`config.mk`:
```
export PLATFORM = sky130hd
export DESIGN_NAME = length_prefixed_stream_deframer
export DESIGN_NICKNAME = d
export VERILOG_FILES = /design/src/hw/rtl/lpsd_pkg.sv /design/src/hw/rtl/length_prefixed_stream_deframer.sv
export SDC_FILE = /design/constraint.sdc
export NUM_CORES = 1
export LEC_CHECK = 0
export ABC_AREA = 0
export BUFFER_PORTS_ARGS = -buffer_cell sky130_fd_sc_hd__buf_4
export CAP_MARGIN = 20
export CORE_ASPECT_RATIO = 0.5
export CORE_UTILIZATION = 35
export DETAILED_ROUTE_END_ITERATION = 10
export HOLD_SLACK_MARGIN = 0.15
export PLACE_DENSITY_LB_ADDON = 0.15
export SYNTH_ARGS = -nofsm -noshare
export SYNTH_HDL_FRONTEND = slang
export SYNTH_SLANG_ARGS = --single-unit
```
`constraint.sdc`:
```
create_clock -name clk -period 2.5 [get_ports clk]
set_input_delay 0 -clock clk [delete_from_list [all_inputs] [get_ports clk]]
set_output_delay 0 -clock clk [all_outputs]
set_load 0.1 [all_outputs]
```
`src/hw/rtl/lpsd_pkg.sv`:
```
`timescale 1ns / 1ps
`default_nettype none
// ----------------------------------------------------------------------------
// Length-prefixed stream deframer package
// Shared types and constants for the deframer: formats, routes, result kinds.
// ----------------------------------------------------------------------------
package lpsd_pkg;

    localparam int unsigned LengthWidth = 32;
    localparam int unsigned ByteWidth   = 8;
    localparam int unsigned KindWidth   = 2;

    localparam logic [LengthWidth-1:0] MaxFrameLengthReset = 32'd8388608;

    localparam logic [ByteWidth-1:0] TypeVideo = 8'h01;
    localparam logic [ByteWidth-1:0] TypeAudio = 8'h02;

    localparam logic [1:0] HeaderLastIndex = 2'd3;

    typedef enum logic [0:0] {
        OP_STREAM_BYTE = 1'b0,
        OP_CONN_START  = 1'b1
    } op_t;

    typedef enum logic [1:0] {
        FMT_UNDETECTED = 2'd0,
        FMT_LEGACY     = 2'd1,
        FMT_TYPEBYTE   = 2'd2
    } format_t;

    typedef enum logic [1:0] {
        ROUTE_VIDEO = 2'd0,
        ROUTE_AUDIO = 2'd1,
        ROUTE_DROP  = 2'd2
    } route_t;

    typedef enum logic [KindWidth-1:0] {
        KIND_VIDEO = 2'd0,
        KIND_AUDIO = 2'd1,
        KIND_ERROR = 2'd2
    } kind_t;

endpackage

`default_nettype wire

```
`src/hw/rtl/length_prefixed_stream_deframer.sv`:
```
`timescale 1ns / 1ps
`default_nettype none
// ----------------------------------------------------------------------------
// Length-prefixed stream deframer
// Splits a byte stream framed as 4-byte big-endian length plus body into
// video and audio bytes, with format detection and framing-error reports.
// ----------------------------------------------------------------------------
// The block takes one item per clock cycle and gives at most one result item
// for it in the next cycle, held in a single output register. The input side is
// ready whenever that register is empty or is being drained in the same
// cycle, so a stalled output stops the input only while a result is waiting.
// A connection-start item clears parsing and format detection but keeps the
// configured maximum frame length.
module length_prefixed_stream_deframer
    import lpsd_pkg::*;
(
    input  wire logic                   clk,
    input  wire logic                   rst_n,

    input  wire logic                   cfg_wr_en,
    input  wire logic [LengthWidth-1:0] cfg_wr_data,   // max_frame_length

    input  wire logic                   s_axis_tvalid,
    output logic                        s_axis_tready,
    input  wire logic [ByteWidth-1:0]   s_axis_tdata,  // [7:0] data_byte
    input  wire logic                   s_axis_tuser,  // [0] operation

    output logic                        m_axis_tvalid,
    input  wire logic                   m_axis_tready,
    output logic [ByteWidth-1:0]        m_axis_tdata,  // [7:0] payload_byte
    output logic [KindWidth-1:0]        m_axis_tuser,  // [1:0] stream_kind
    output logic                        m_axis_tlast   // last_of_frame
);

    logic [LengthWidth-1:0] max_len_reg;
    logic [1:0]             hdr_count_reg, hdr_count_next;
    logic                   in_body_reg, in_body_next;
    logic [LengthWidth-1:0] len_acc_reg, len_acc_next;
    logic [LengthWidth-1:0] remaining_reg, remaining_next;
    logic                   first_byte_reg, first_byte_next;
    format_t                format_reg, format_next;
    route_t                 route_reg, route_next;

    logic                   out_valid_reg, out_valid_next;
    logic [ByteWidth-1:0]   out_data_reg, out_data_next;
    logic [KindWidth-1:0]   out_kind_reg, out_kind_next;
    logic                   out_last_reg, out_last_next;

    logic                   accept;
    logic                   emit;
    logic [LengthWidth-1:0] len_shifted;
    logic [LengthWidth-1:0] remaining_dec;
    logic                   remaining_gt1;
    logic                   is_type_byte;
    format_t                format_eff;
    route_t                 route_eff;

    assign s_axis_tready = !out_valid_reg || m_axis_tready;
    assign accept        = s_axis_tvalid && s_axis_tready;

    assign len_shifted   = {len_acc_reg[LengthWidth-ByteWidth-1:0], s_axis_tdata};
    assign remaining_dec = remaining_reg - {{(LengthWidth-1){1'b0}}, 1'b1};
    assign remaining_gt1 = |remaining_reg[LengthWidth-1:1];
    assign is_type_byte  = (s_axis_tdata == TypeVideo) || (s_axis_tdata == TypeAudio);

    always_comb
    begin
        hdr_count_next  = hdr_count_reg;
        in_body_next    = in_body_reg;
        len_acc_next    = len_acc_reg;
        remaining_next  = remaining_reg;
        first_byte_next = first_byte_reg;
        format_next     = format_reg;
        route_next      = route_reg;
        emit            = 1'b0;
        out_data_next   = s_axis_tdata;
        out_kind_next   = KIND_VIDEO;
        out_last_next   = 1'b0;
        format_eff      = format_reg;
        route_eff       = route_reg;

        if (op_t'(s_axis_tuser) == OP_CONN_START)
        begin
            hdr_count_next  = 2'd0;
            in_body_next    = 1'b0;
            len_acc_next    = '0;
            remaining_next  = '0;
            first_byte_next = 1'b0;
            format_next     = FMT_UNDETECTED;
            route_next      = ROUTE_VIDEO;
        end
        else if (!in_body_reg)
        begin
            len_acc_next   = len_shifted;
            hdr_count_next = hdr_count_reg + 2'd1;
            if (hdr_count_reg == HeaderLastIndex)
            begin
                len_acc_next = '0;
                if (len_shifted > max_len_reg)
                begin
                    emit          = 1'b1;
                    out_data_next = '0;
                    out_kind_next = KIND_ERROR;
                    out_last_next = 1'b1;
                end
                else if (len_shifted != '0)
                begin
                    in_body_next    = 1'b1;
                    remaining_next  = len_shifted;
                    first_byte_next = 1'b1;
                end
            end
        end
        else
        begin
            if (first_byte_reg)
            begin
                first_byte_next = 1'b0;
                route_eff       = ROUTE_VIDEO;
                if (format_reg == FMT_UNDETECTED && remaining_gt1)
                begin
                    format_eff = is_type_byte ? FMT_TYPEBYTE : FMT_LEGACY;
                end
                format_next = format_eff;
            end

            if (first_byte_reg && format_eff == FMT_TYPEBYTE && remaining_gt1)
            begin
                if (s_axis_tdata == TypeVideo)
                begin
                    route_next = ROUTE_VIDEO;
                end
                else if (s_axis_tdata == TypeAudio)
                begin
                    route_next = ROUTE_AUDIO;
                end
                else
                begin
                    route_next = ROUTE_DROP;
                end
                remaining_next = remaining_dec;
            end
            else
            begin
                route_next     = route_eff;
                emit           = (route_eff != ROUTE_DROP);
                out_kind_next  = KindWidth'(route_eff);
                out_last_next  = !remaining_gt1;
                remaining_next = remaining_dec;
                if (remaining_dec == '0)
                begin
                    in_body_next = 1'b0;
                end
            end
        end

        if (accept)
        begin
            out_valid_next = emit;
        end
        else
        begin
            out_valid_next = out_valid_reg && !m_axis_tready;
        end
    end

    always_ff @(posedge clk or negedge rst_n)
    begin
        if (!rst_n)
        begin
            max_len_reg    <= MaxFrameLengthReset;
            hdr_count_reg  <= 2'd0;
            in_body_reg    <= 1'b0;
            len_acc_reg    <= '0;
            remaining_reg  <= '0;
            first_byte_reg <= 1'b0;
            format_reg     <= FMT_UNDETECTED;
            route_reg      <= ROUTE_VIDEO;
            out_valid_reg  <= 1'b0;
        end
        else
        begin
            if (cfg_wr_en)
            begin
                max_len_reg <= cfg_wr_data;
            end
            if (accept)
            begin
                hdr_count_reg  <= hdr_count_next;
                in_body_reg    <= in_body_next;
                len_acc_reg    <= len_acc_next;
                remaining_reg  <= remaining_next;
                first_byte_reg <= first_byte_next;
                format_reg     <= format_next;
                route_reg      <= route_next;
            end
            out_valid_reg <= out_valid_next;
        end
    end

    always_ff @(posedge clk)
    begin
        if (accept && emit)
        begin
            out_data_reg <= out_data_next;
            out_kind_reg <= out_kind_next;
            out_last_reg <= out_last_next;
        end
    end

    assign m_axis_tvalid = out_valid_reg;
    assign m_axis_tdata  = out_data_reg;
    assign m_axis_tuser  = out_kind_reg;
    assign m_axis_tlast  = out_last_reg;

endmodule

`default_nettype wire

```
==> impl_metrics.tcl, run 1 <==
set metrics [dict create \
    drive_gt1_share_pct 33.0 \
    dp_cells 1108 \
    synth_simple_gate_area_share_pct 21.7 \
    grt.total_usage_pct 23.7 \
    syn_inst 731 \
    first_pass_iters 7 \
    worstSkewPairLatency_ns 0.36 \
    startpoint_type "flip-flop" \
    crit_path_end_kind "flip-flop" \
    min_path_type "in -> reg" \
    viasPerCell 5.44 \
    synth_flop_cell "dfrtp_1" \
    numCtsBuffers 9 \
    grt_antenna_before_repair 0 \
    drt-total-wl_um 22700 \
    period_minus_slack_ns 2.68 \
    critPathKind "reg -> reg" \
    syn_area_sq_um 6400 \
    async_flop_share_pct 89.8 \
    slew_violations 0 \
    wl_per_cell_um 18.8 \
    dp_hpwl_um 15300 \
    path_delay_family "simple AND/OR/NAND/NOR gates" \
    rrSetupSlack_ns -0.18 \
    synth_warnings 0 \
    gp_congestion 0.897 \
    synth_compound_area_share_pct 19.9 \
    syn_area_per_cell_sq_um 8.76 \
    synth_edf_count 11 \
    synth_cell_types 63 \
    fin_nets 1045 \
    synthAdderAreaFrac_pct 6.84 \
    synthMuxAreaShare_pct 1.47 \
    grt_pass1_vias 6280 \
    holdWs_ns 0.151 \
    core_sq_um 17600 \
    fp.dieH_um 97.6 \
    worst_ep_arrival_time_ns 2.91 \
    grt-ovfl-total 0 \
    synth_xor_area_share_pct 1.51 \
    irDropWorstVdd_v 0.000368 \
    critPathMostFrequentCell "nor3_4" \
    rows 34 \
    relSlewSlack_pct 59.0 \
    power.leakage_nw 4.19 \
    cts_sinks 108 \
    final-hold-violation-count 0 \
    seq_area_frac_synth_pct 43.1 \
    place_ws_ns -0.305 \
    holdPathStages 3 \
    htreeDepth 3 \
    worstMarginPinSlew_ns 0.615 \
    drc 0 \
    rr_startpoint "remaining_reg[1]$_DFFE_PN0P_" \
    die_w_um 193 \
    initial_utilization_pct 36.3 \
    reg2reg_to "in_body_reg$_DFFE_PN0P_" \
    min_to "max_len_reg[31]$_DFFE_PN0P_" \
    path_cells "inv_2 -> ha_4 -> or4b_4 -> nor3_4 -> nand2_2 -> nor3_4 -> o211ai_1 -> a2111oi_4 -> buf_4 -> a21oi_2" \
    synth_top_family_by_area "simple AND/OR/NAND/NOR gates" \
    syn_nets 812 \
    grt_max_degree 64 \
    totalPowerFinal_mw 7.25 \
    die_area_sq_um 18900 \
    cp_num_buf_inv 2 \
    synth_seq_cells 108 \
    area.growth.synth_to_final_pct 51.4 \
    fin_worst_skew_ns 0.0119 \
    cts-root-buf "clkbuf_16" \
    ios 59 \
    final_cells 1204 \
    min_from "cfg_wr_en" \
    finalCritPeriodShare_pct 107 \
    powerDensity_nw_per_um2 748 \
    outcome "finished, violations left" \
    portBuffers 58 \
    reg2reg_depth 10 \
    crit_required_ns 2.74 \
    setup_slack_ns -0.176 \
    rsz0062_at_grt "yes" \
    drv_cap 0 \
    vias 6553 \
    final-setup-viol-count 38 \
    violations "setup timing" \
    crit_path_top_delay_cell "or4b_4" \
    cts_tree "built" \
    drtAntennaViolNets 0 \
    max_freq_mhz 374 \
    clk_pin_slew_ns 0.08 \
    drtIter0Drc 454 \
    cts_buffer_depth 2 \
    cp_max_fo 4 \
    max_stage_delay_ns 0.50 \
    grt_pass1_wl_um 34400 \
]
[cells by family after synthesis]
kind of cell    count (synthesis)
compound gates                203
buf+inv                        87
simple gates                  278
mux                             9
fa+ha+maj                      35
flops                         108
xor+xnor                       11
[power by group]
part	switching [mW]	internal, mW	total [mW]	leakage [nW]
clock network	0.740	0.732	1.47	0.148
registers	0.192	2.00	2.19	1.37
logic	1.94	1.64	3.58	2.67
[Yosys cell counts (3+ instances only)]
cell         n  area share (%)
clkbuf_1    35             2.1
xor2_1       6            0.82
a22oi_1      5            0.59
o21a_1       3            0.35
a21oi_1     43             3.4
inv_1       41             2.4
o22ai_1     18             1.8
o2bb2ai_1   30             4.1
nor2_1      36             2.1
nand4_1     14             1.4
o21ai_0     78             6.1
a21o_1       3            0.35
o32ai_1      3            0.41
dfrtp_1     96              38
nor2b_1     12             1.2
o211ai_1     3            0.35
nand2b_1     3            0.29
or3_1        7            0.68
ha_1        35             6.8
buf_2        7            0.55
mux2i_1      6            0.94
edfxtp_1    11             5.2
a211oi_1     3            0.35
nand3_1     14             1.1
nor3_1      31             2.4
xnor2_1      5            0.68
nor4_1      22             2.2
nand2_1    114             6.7
[worst reg2reg max path: stages (launching register included)]
cell and delay (ns):
dfrtp_1 0.40, inv_2 0.09, ha_4 0.13, or4b_4 0.50, nor3_4 0.33, nand2_2 0.16, nor3_4 0.16, o211ai_1 0.18
a2111oi_4 0.38, buf_4 0.18, a21oi_2 0.04
[layer usage]
layer	global-route usage [%]	vias up	share of wire [%]
li1	-	3112	-
met1	35.4	3170	48
met2	34.1	253	42
met3	6.25	18	8.9
met4	4.68	0	0.93
met5	0	-	0
[final cells by class]
cell class / instances / area [sq um]
well taps: 234 / 293
clock buffers: 10 / 239
clock inverters: 6 / 62.6
multi-input cells: 537 / 3880
repair buffers: 266 / 2300
inverters: 42 / 158
flip-flops and latches: 108 / 2760
diodes: 1 / 2.50
fillers: 1592 / 7920
[through the flow]
step / instance area, sq um / setup TNS (ns) / utilization, %
final: 9690 / -3.56 / 55.0
after global routing: 9690 / -7.66 / 55.0
after CTS: 9010 / -2.50 / 51.2
after detailed placement: 7960 / -4.88 / 45.2
after global placement: 7960 / -2.87 / 45.2
after floorplan: 6410 / -0.335 / -
[worst max path at each step]
stage                                endpoint  slack, ns  cells after the start                          start
floorplan           m_axis_tdata[0]$_DFFE_PP_      -0.03                      8  remaining_reg[19]$_DFFE_PN0P_
global placement      in_body_reg$_DFFE_PN0P_      -0.38                     10   remaining_reg[0]$_DFFE_PN0P_
detailed placement    in_body_reg$_DFFE_PN0P_      -0.31                     11   remaining_reg[0]$_DFFE_PN0P_
CTS                   in_body_reg$_DFFE_PN0P_      -0.12                     10   remaining_reg[0]$_DFFE_PN0P_
global route          in_body_reg$_DFFE_PN0P_      -0.24                     10   remaining_reg[1]$_DFFE_PN0P_
finish                in_body_reg$_DFFE_PN0P_      -0.18                     10   remaining_reg[1]$_DFFE_PN0P_
[cells in the final DEF (no fill, tap or decap), drive strengths merged, types with 4 or more instances in the layout]
| master | n |
|---|---|
| or3 | 7 |
| o21a | 4 |
| nand3 | 14 |
| o21ai | 78 |
| dfrtp | 96 |
| a22oi | 5 |
| o22ai | 18 |
| nand4 | 14 |
| nor2 | 36 |
| inv | 44 |
| nor4 | 23 |
| clkbuf | 14 |
| nor3 | 34 |
| mux2i | 6 |
| nor4b | 4 |
| xor2 | 6 |
| buf | 204 |
| nand2 | 115 |
| a21oi | 43 |
| clkinv | 4 |
| o2bb2ai | 30 |
| ha | 35 |
| nand2b | 4 |
| nor2b | 12 |
| xnor2 | 5 |
| a211oi | 4 |
| dlygate4sd3 | 58 |
| edfxtp | 11 |
[timing repair]
action | in CTS | in global routing
hold endpoints to repair | 100 | 0
gates resized for setup | 34 | 82
endpoints found under the setup margin | 55 | 55
cloned | 1 | 5
setup buffers | 2 | 13
hold buffers | 58 | 0
pin swaps | 9 | 35
No activity file was read; power rests on OpenSTA's default activity.
==> run 2: changes to the inputs <==
Settings changed: BUFFER_PORTS_ARGS -buffer_cell sky130_fd_sc_hd__buf_4 to default, DONT_BUFFER_PORTS from default to 1, HOLD_SLACK_MARGIN 0.15 to 0.06.
==> run 2 against run 1 <==
  * The run ends with DRC, setup timing left
  * First-iteration DRC count grew 16%
  * Utilization decreased by 1.3 points
  * Clock-buffer cell count is 1 higher
  * Cell count is 0.75% lower
  * Sequential share of layout area rose by 0.71 points
  * Clock power is 4% higher
  * Non-clock buffer count down 8
  * Worst hold slack worse by 0.065 ns
  * Critical path depth unchanged
  * Design area is 2.4% lower
  * Wire length up 0.16%
  * Critical endpoint is now remaining_reg[17]$_DFFE_PN0P_
  * Largest cell class unchanged
  * Highest routed layer unchanged
==> impl_metrics.tcl, run 2 (synthesized netlist as in run 1, its figures left out) <==
set metrics [dict create \
    switching_power_mw 2.76 \
    period_minus_slack_ns 2.66 \
    first_pass_iters 8 \
    reg2reg_to "remaining_reg[17]$_DFFE_PN0P_" \
    max_freq_mhz 376 \
    crit_path_end_kind "flip-flop" \
    min_path_type "in -> reg" \
    grt_pass1_wl_um 35800 \
    final_common_cell "buf_4" \
    slew_violations 0 \
    portBuffers 0 \
    viasPerCell 5.41 \
    setup_slack_ns -0.163 \
    die_w_um 193 \
    rsz0062_at_grt "yes" \
    clockPowerShare_pct 21.3 \
    clk_pin_slew_ns 0.08 \
    gp_congestion 0.897 \
    die_area_sq_um 18900 \
    area.growth.synth_to_final_pct 47.8 \
    worst_ep_arrival_time_ns 2.92 \
    min_to "max_len_reg[0]$_DFFE_PN0P_" \
    grt.total_usage_pct 24.6 \
    rows 34 \
    outcome "finished, violations left" \
    htreeDepth 3 \
    rrSetupSlack_ns -0.16 \
    holdPathStages 2 \
    grt-ovfl-total 0 \
    numCtsBuffers 9 \
    power_frac_comb_pct 47.6 \
    cts_tree "built" \
    layout_common_cells "buf_4 (138), nand2_1 (113), dlygate4sd3_1 (107), dfrtp_1 (94), o21ai_0 (70)" \
    diodes 0 \
    final_cells 1195 \
    dp_hpwl_um 14800 \
    powerDensity_nw_per_um2 757 \
    fp.dieH_um 97.6 \
    fin_worst_skew_ns 0.0157 \
    power.leakage_nw 4.07 \
    crit_required_ns 2.76 \
    grt_antenna_before_repair 0 \
    drv_cap 0 \
    critPathKind "reg -> reg" \
    dp_cells 1057 \
    drive_gt1_share_pct 24.3 \
    relSlewSlack_pct 40.1 \
    wl_per_cell_um 19.0 \
    grt_max_degree 98 \
    cts-root-buf "clkbuf_16" \
    n_fill_cell 1657 \
    violations "DRC, setup timing" \
    cts_sinks 108 \
    initial_utilization_pct 36.3 \
    worstSkewPairLatency_ns 0.36 \
    min_from "cfg_wr_en" \
    totalPowerFinal_mw 7.17 \
    finalCritPeriodShare_pct 107 \
    ios 59 \
    irDropWorstVdd_v 0.000380 \
    drtIter0Drc 525 \
    swShare_pct 38.5 \
    cts_buffer_depth 2 \
    final-hold-violation-count 0 \
    drtAntennaViolNets 0 \
    reg2reg_depth 10 \
    core_sq_um 17600 \
    grt_pass1_vias 6329 \
    final-setup-viol-count 46 \
    drt-total-wl_um 22700 \
    drc 2 \
    cp_max_fo 7 \
    fin_nets 1037 \
    p_seq_share_pct 31.1 \
    internal-power_mw 4.41 \
    worstMarginPinSlew_ns 0.900 \
    startpoint_type "flip-flop" \
    vias 6468 \
    rr_startpoint "max_len_reg[13]$_DFFE_PN0P_" \
]
run 2: cell count changes in the layout (fill, tap and decap cells not counted), sizes merged:
| cell | previous run | this run |
|---|---|---|
| diode | 1 | 0 |
| buf | 204 | 150 |
| clkbuf | 14 | 12 |
| dlygate4sd3 | 58 | 107 |
| bufinv | 0 | 1 |
| inv | 44 | 43 |
| clkinv | 4 | 3 |
run 2: worst max path at each step:
stage                                       start                             to  slack (ns)  cells after the start
floorplan           remaining_reg[19]$_DFFE_PN0P_      m_axis_tdata[0]$_DFFE_PP_       -0.03                      8
global placement     remaining_reg[0]$_DFFE_PN0P_        in_body_reg$_DFFE_PN0P_       -0.48                     10
detailed placement   remaining_reg[0]$_DFFE_PN0P_        in_body_reg$_DFFE_PN0P_       -0.46                     10
CTS                   len_acc_reg[18]$_DFFE_PN0P_   remaining_reg[2]$_DFFE_PN0P_       -0.12                     11
global route           max_len_reg[1]$_DFFE_PN0P_  remaining_reg[17]$_DFFE_PN0P_       -0.27                     11
finish                max_len_reg[13]$_DFFE_PN0P_  remaining_reg[17]$_DFFE_PN0P_       -0.16                     10
run 2: timing repair:
action / 4_1_cts / 5_1_grt
setup endpoints to repair: 54 / 53
resized for setup: 51 / 30
buffers inserted: 9 / 3
pin swaps: 17 / 18
cloned: 2 / 2
hold endpoints to repair: 179 / 0
hold buffers: 109 / 0
run 2: power by group through the flow:
stage / registers, mW / logic [mW] / clock network (mW)
finish: 2.23 / 3.41 / 1.53
global route: 2.25 / 3.71 / 1.62
CTS: 2.22 / 3.23 / 1.55
detailed placement: 2.24 / 2.81 / 0
global placement: 2.24 / 2.78 / 0
floorplan: 2.26 / 1.62 / 0
run 2: layout make-up:
cell class / count / area [sq um] / area share [%]
inverter: 42 / 158 / 1.67
clock inverter: 5 / 57.6 / 0.608
multi-input combinational: 537 / 3650 / 38.6
timing repair buffer: 258 / 2300 / 24.3
sequential: 108 / 2760 / 29.2
clock buffer: 11 / 243 / 2.56
tap: 234 / 293 / 3.09
run 2: metrics by stage:
stage	hold slack, ns	utilization, %	worst slack, ns	cell area (sq um)	setup TNS, ns
floorplan	-0.296	-	-0.0304	6410	-0.335
global placement	-0.291	42.9	-0.477	7560	-4.06
detailed placement	-0.293	42.9	-0.461	7560	-6.16
CTS	0.0707	52.6	-0.121	9270	-0.879
global route	0.0938	53.7	-0.268	9460	-11.28
finish	0.0860	53.7	-0.163	9460	-4.00
run 2: worst max-delay path: stages (launching register included):
cell,delay (ns)
dfrtp_1,0.37
inv_1,0.10
ha_1,0.25
nand4_1,0.20
a21oi_1,0.08
or4b_4,0.59
a211oi_4,0.42
buf_6,0.18
clkbuf_16,0.15
o22ai_1,0.08
o2bb2ai_1,0.13
run 2: layer usage:
| layer | vias up | routed length [um] | global-route usage (%) |
|---|---|---|---|
| met2 | 215 | 9690 | 36.8 |
| met1 | 3149 | 11000 | 36.3 |
| met4 | 0 | 204 | 4.12 |
| met3 | 17 | 1770 | 5.66 |
| li1 | 3087 | - | - |
| met5 | - | 0 | 0 |
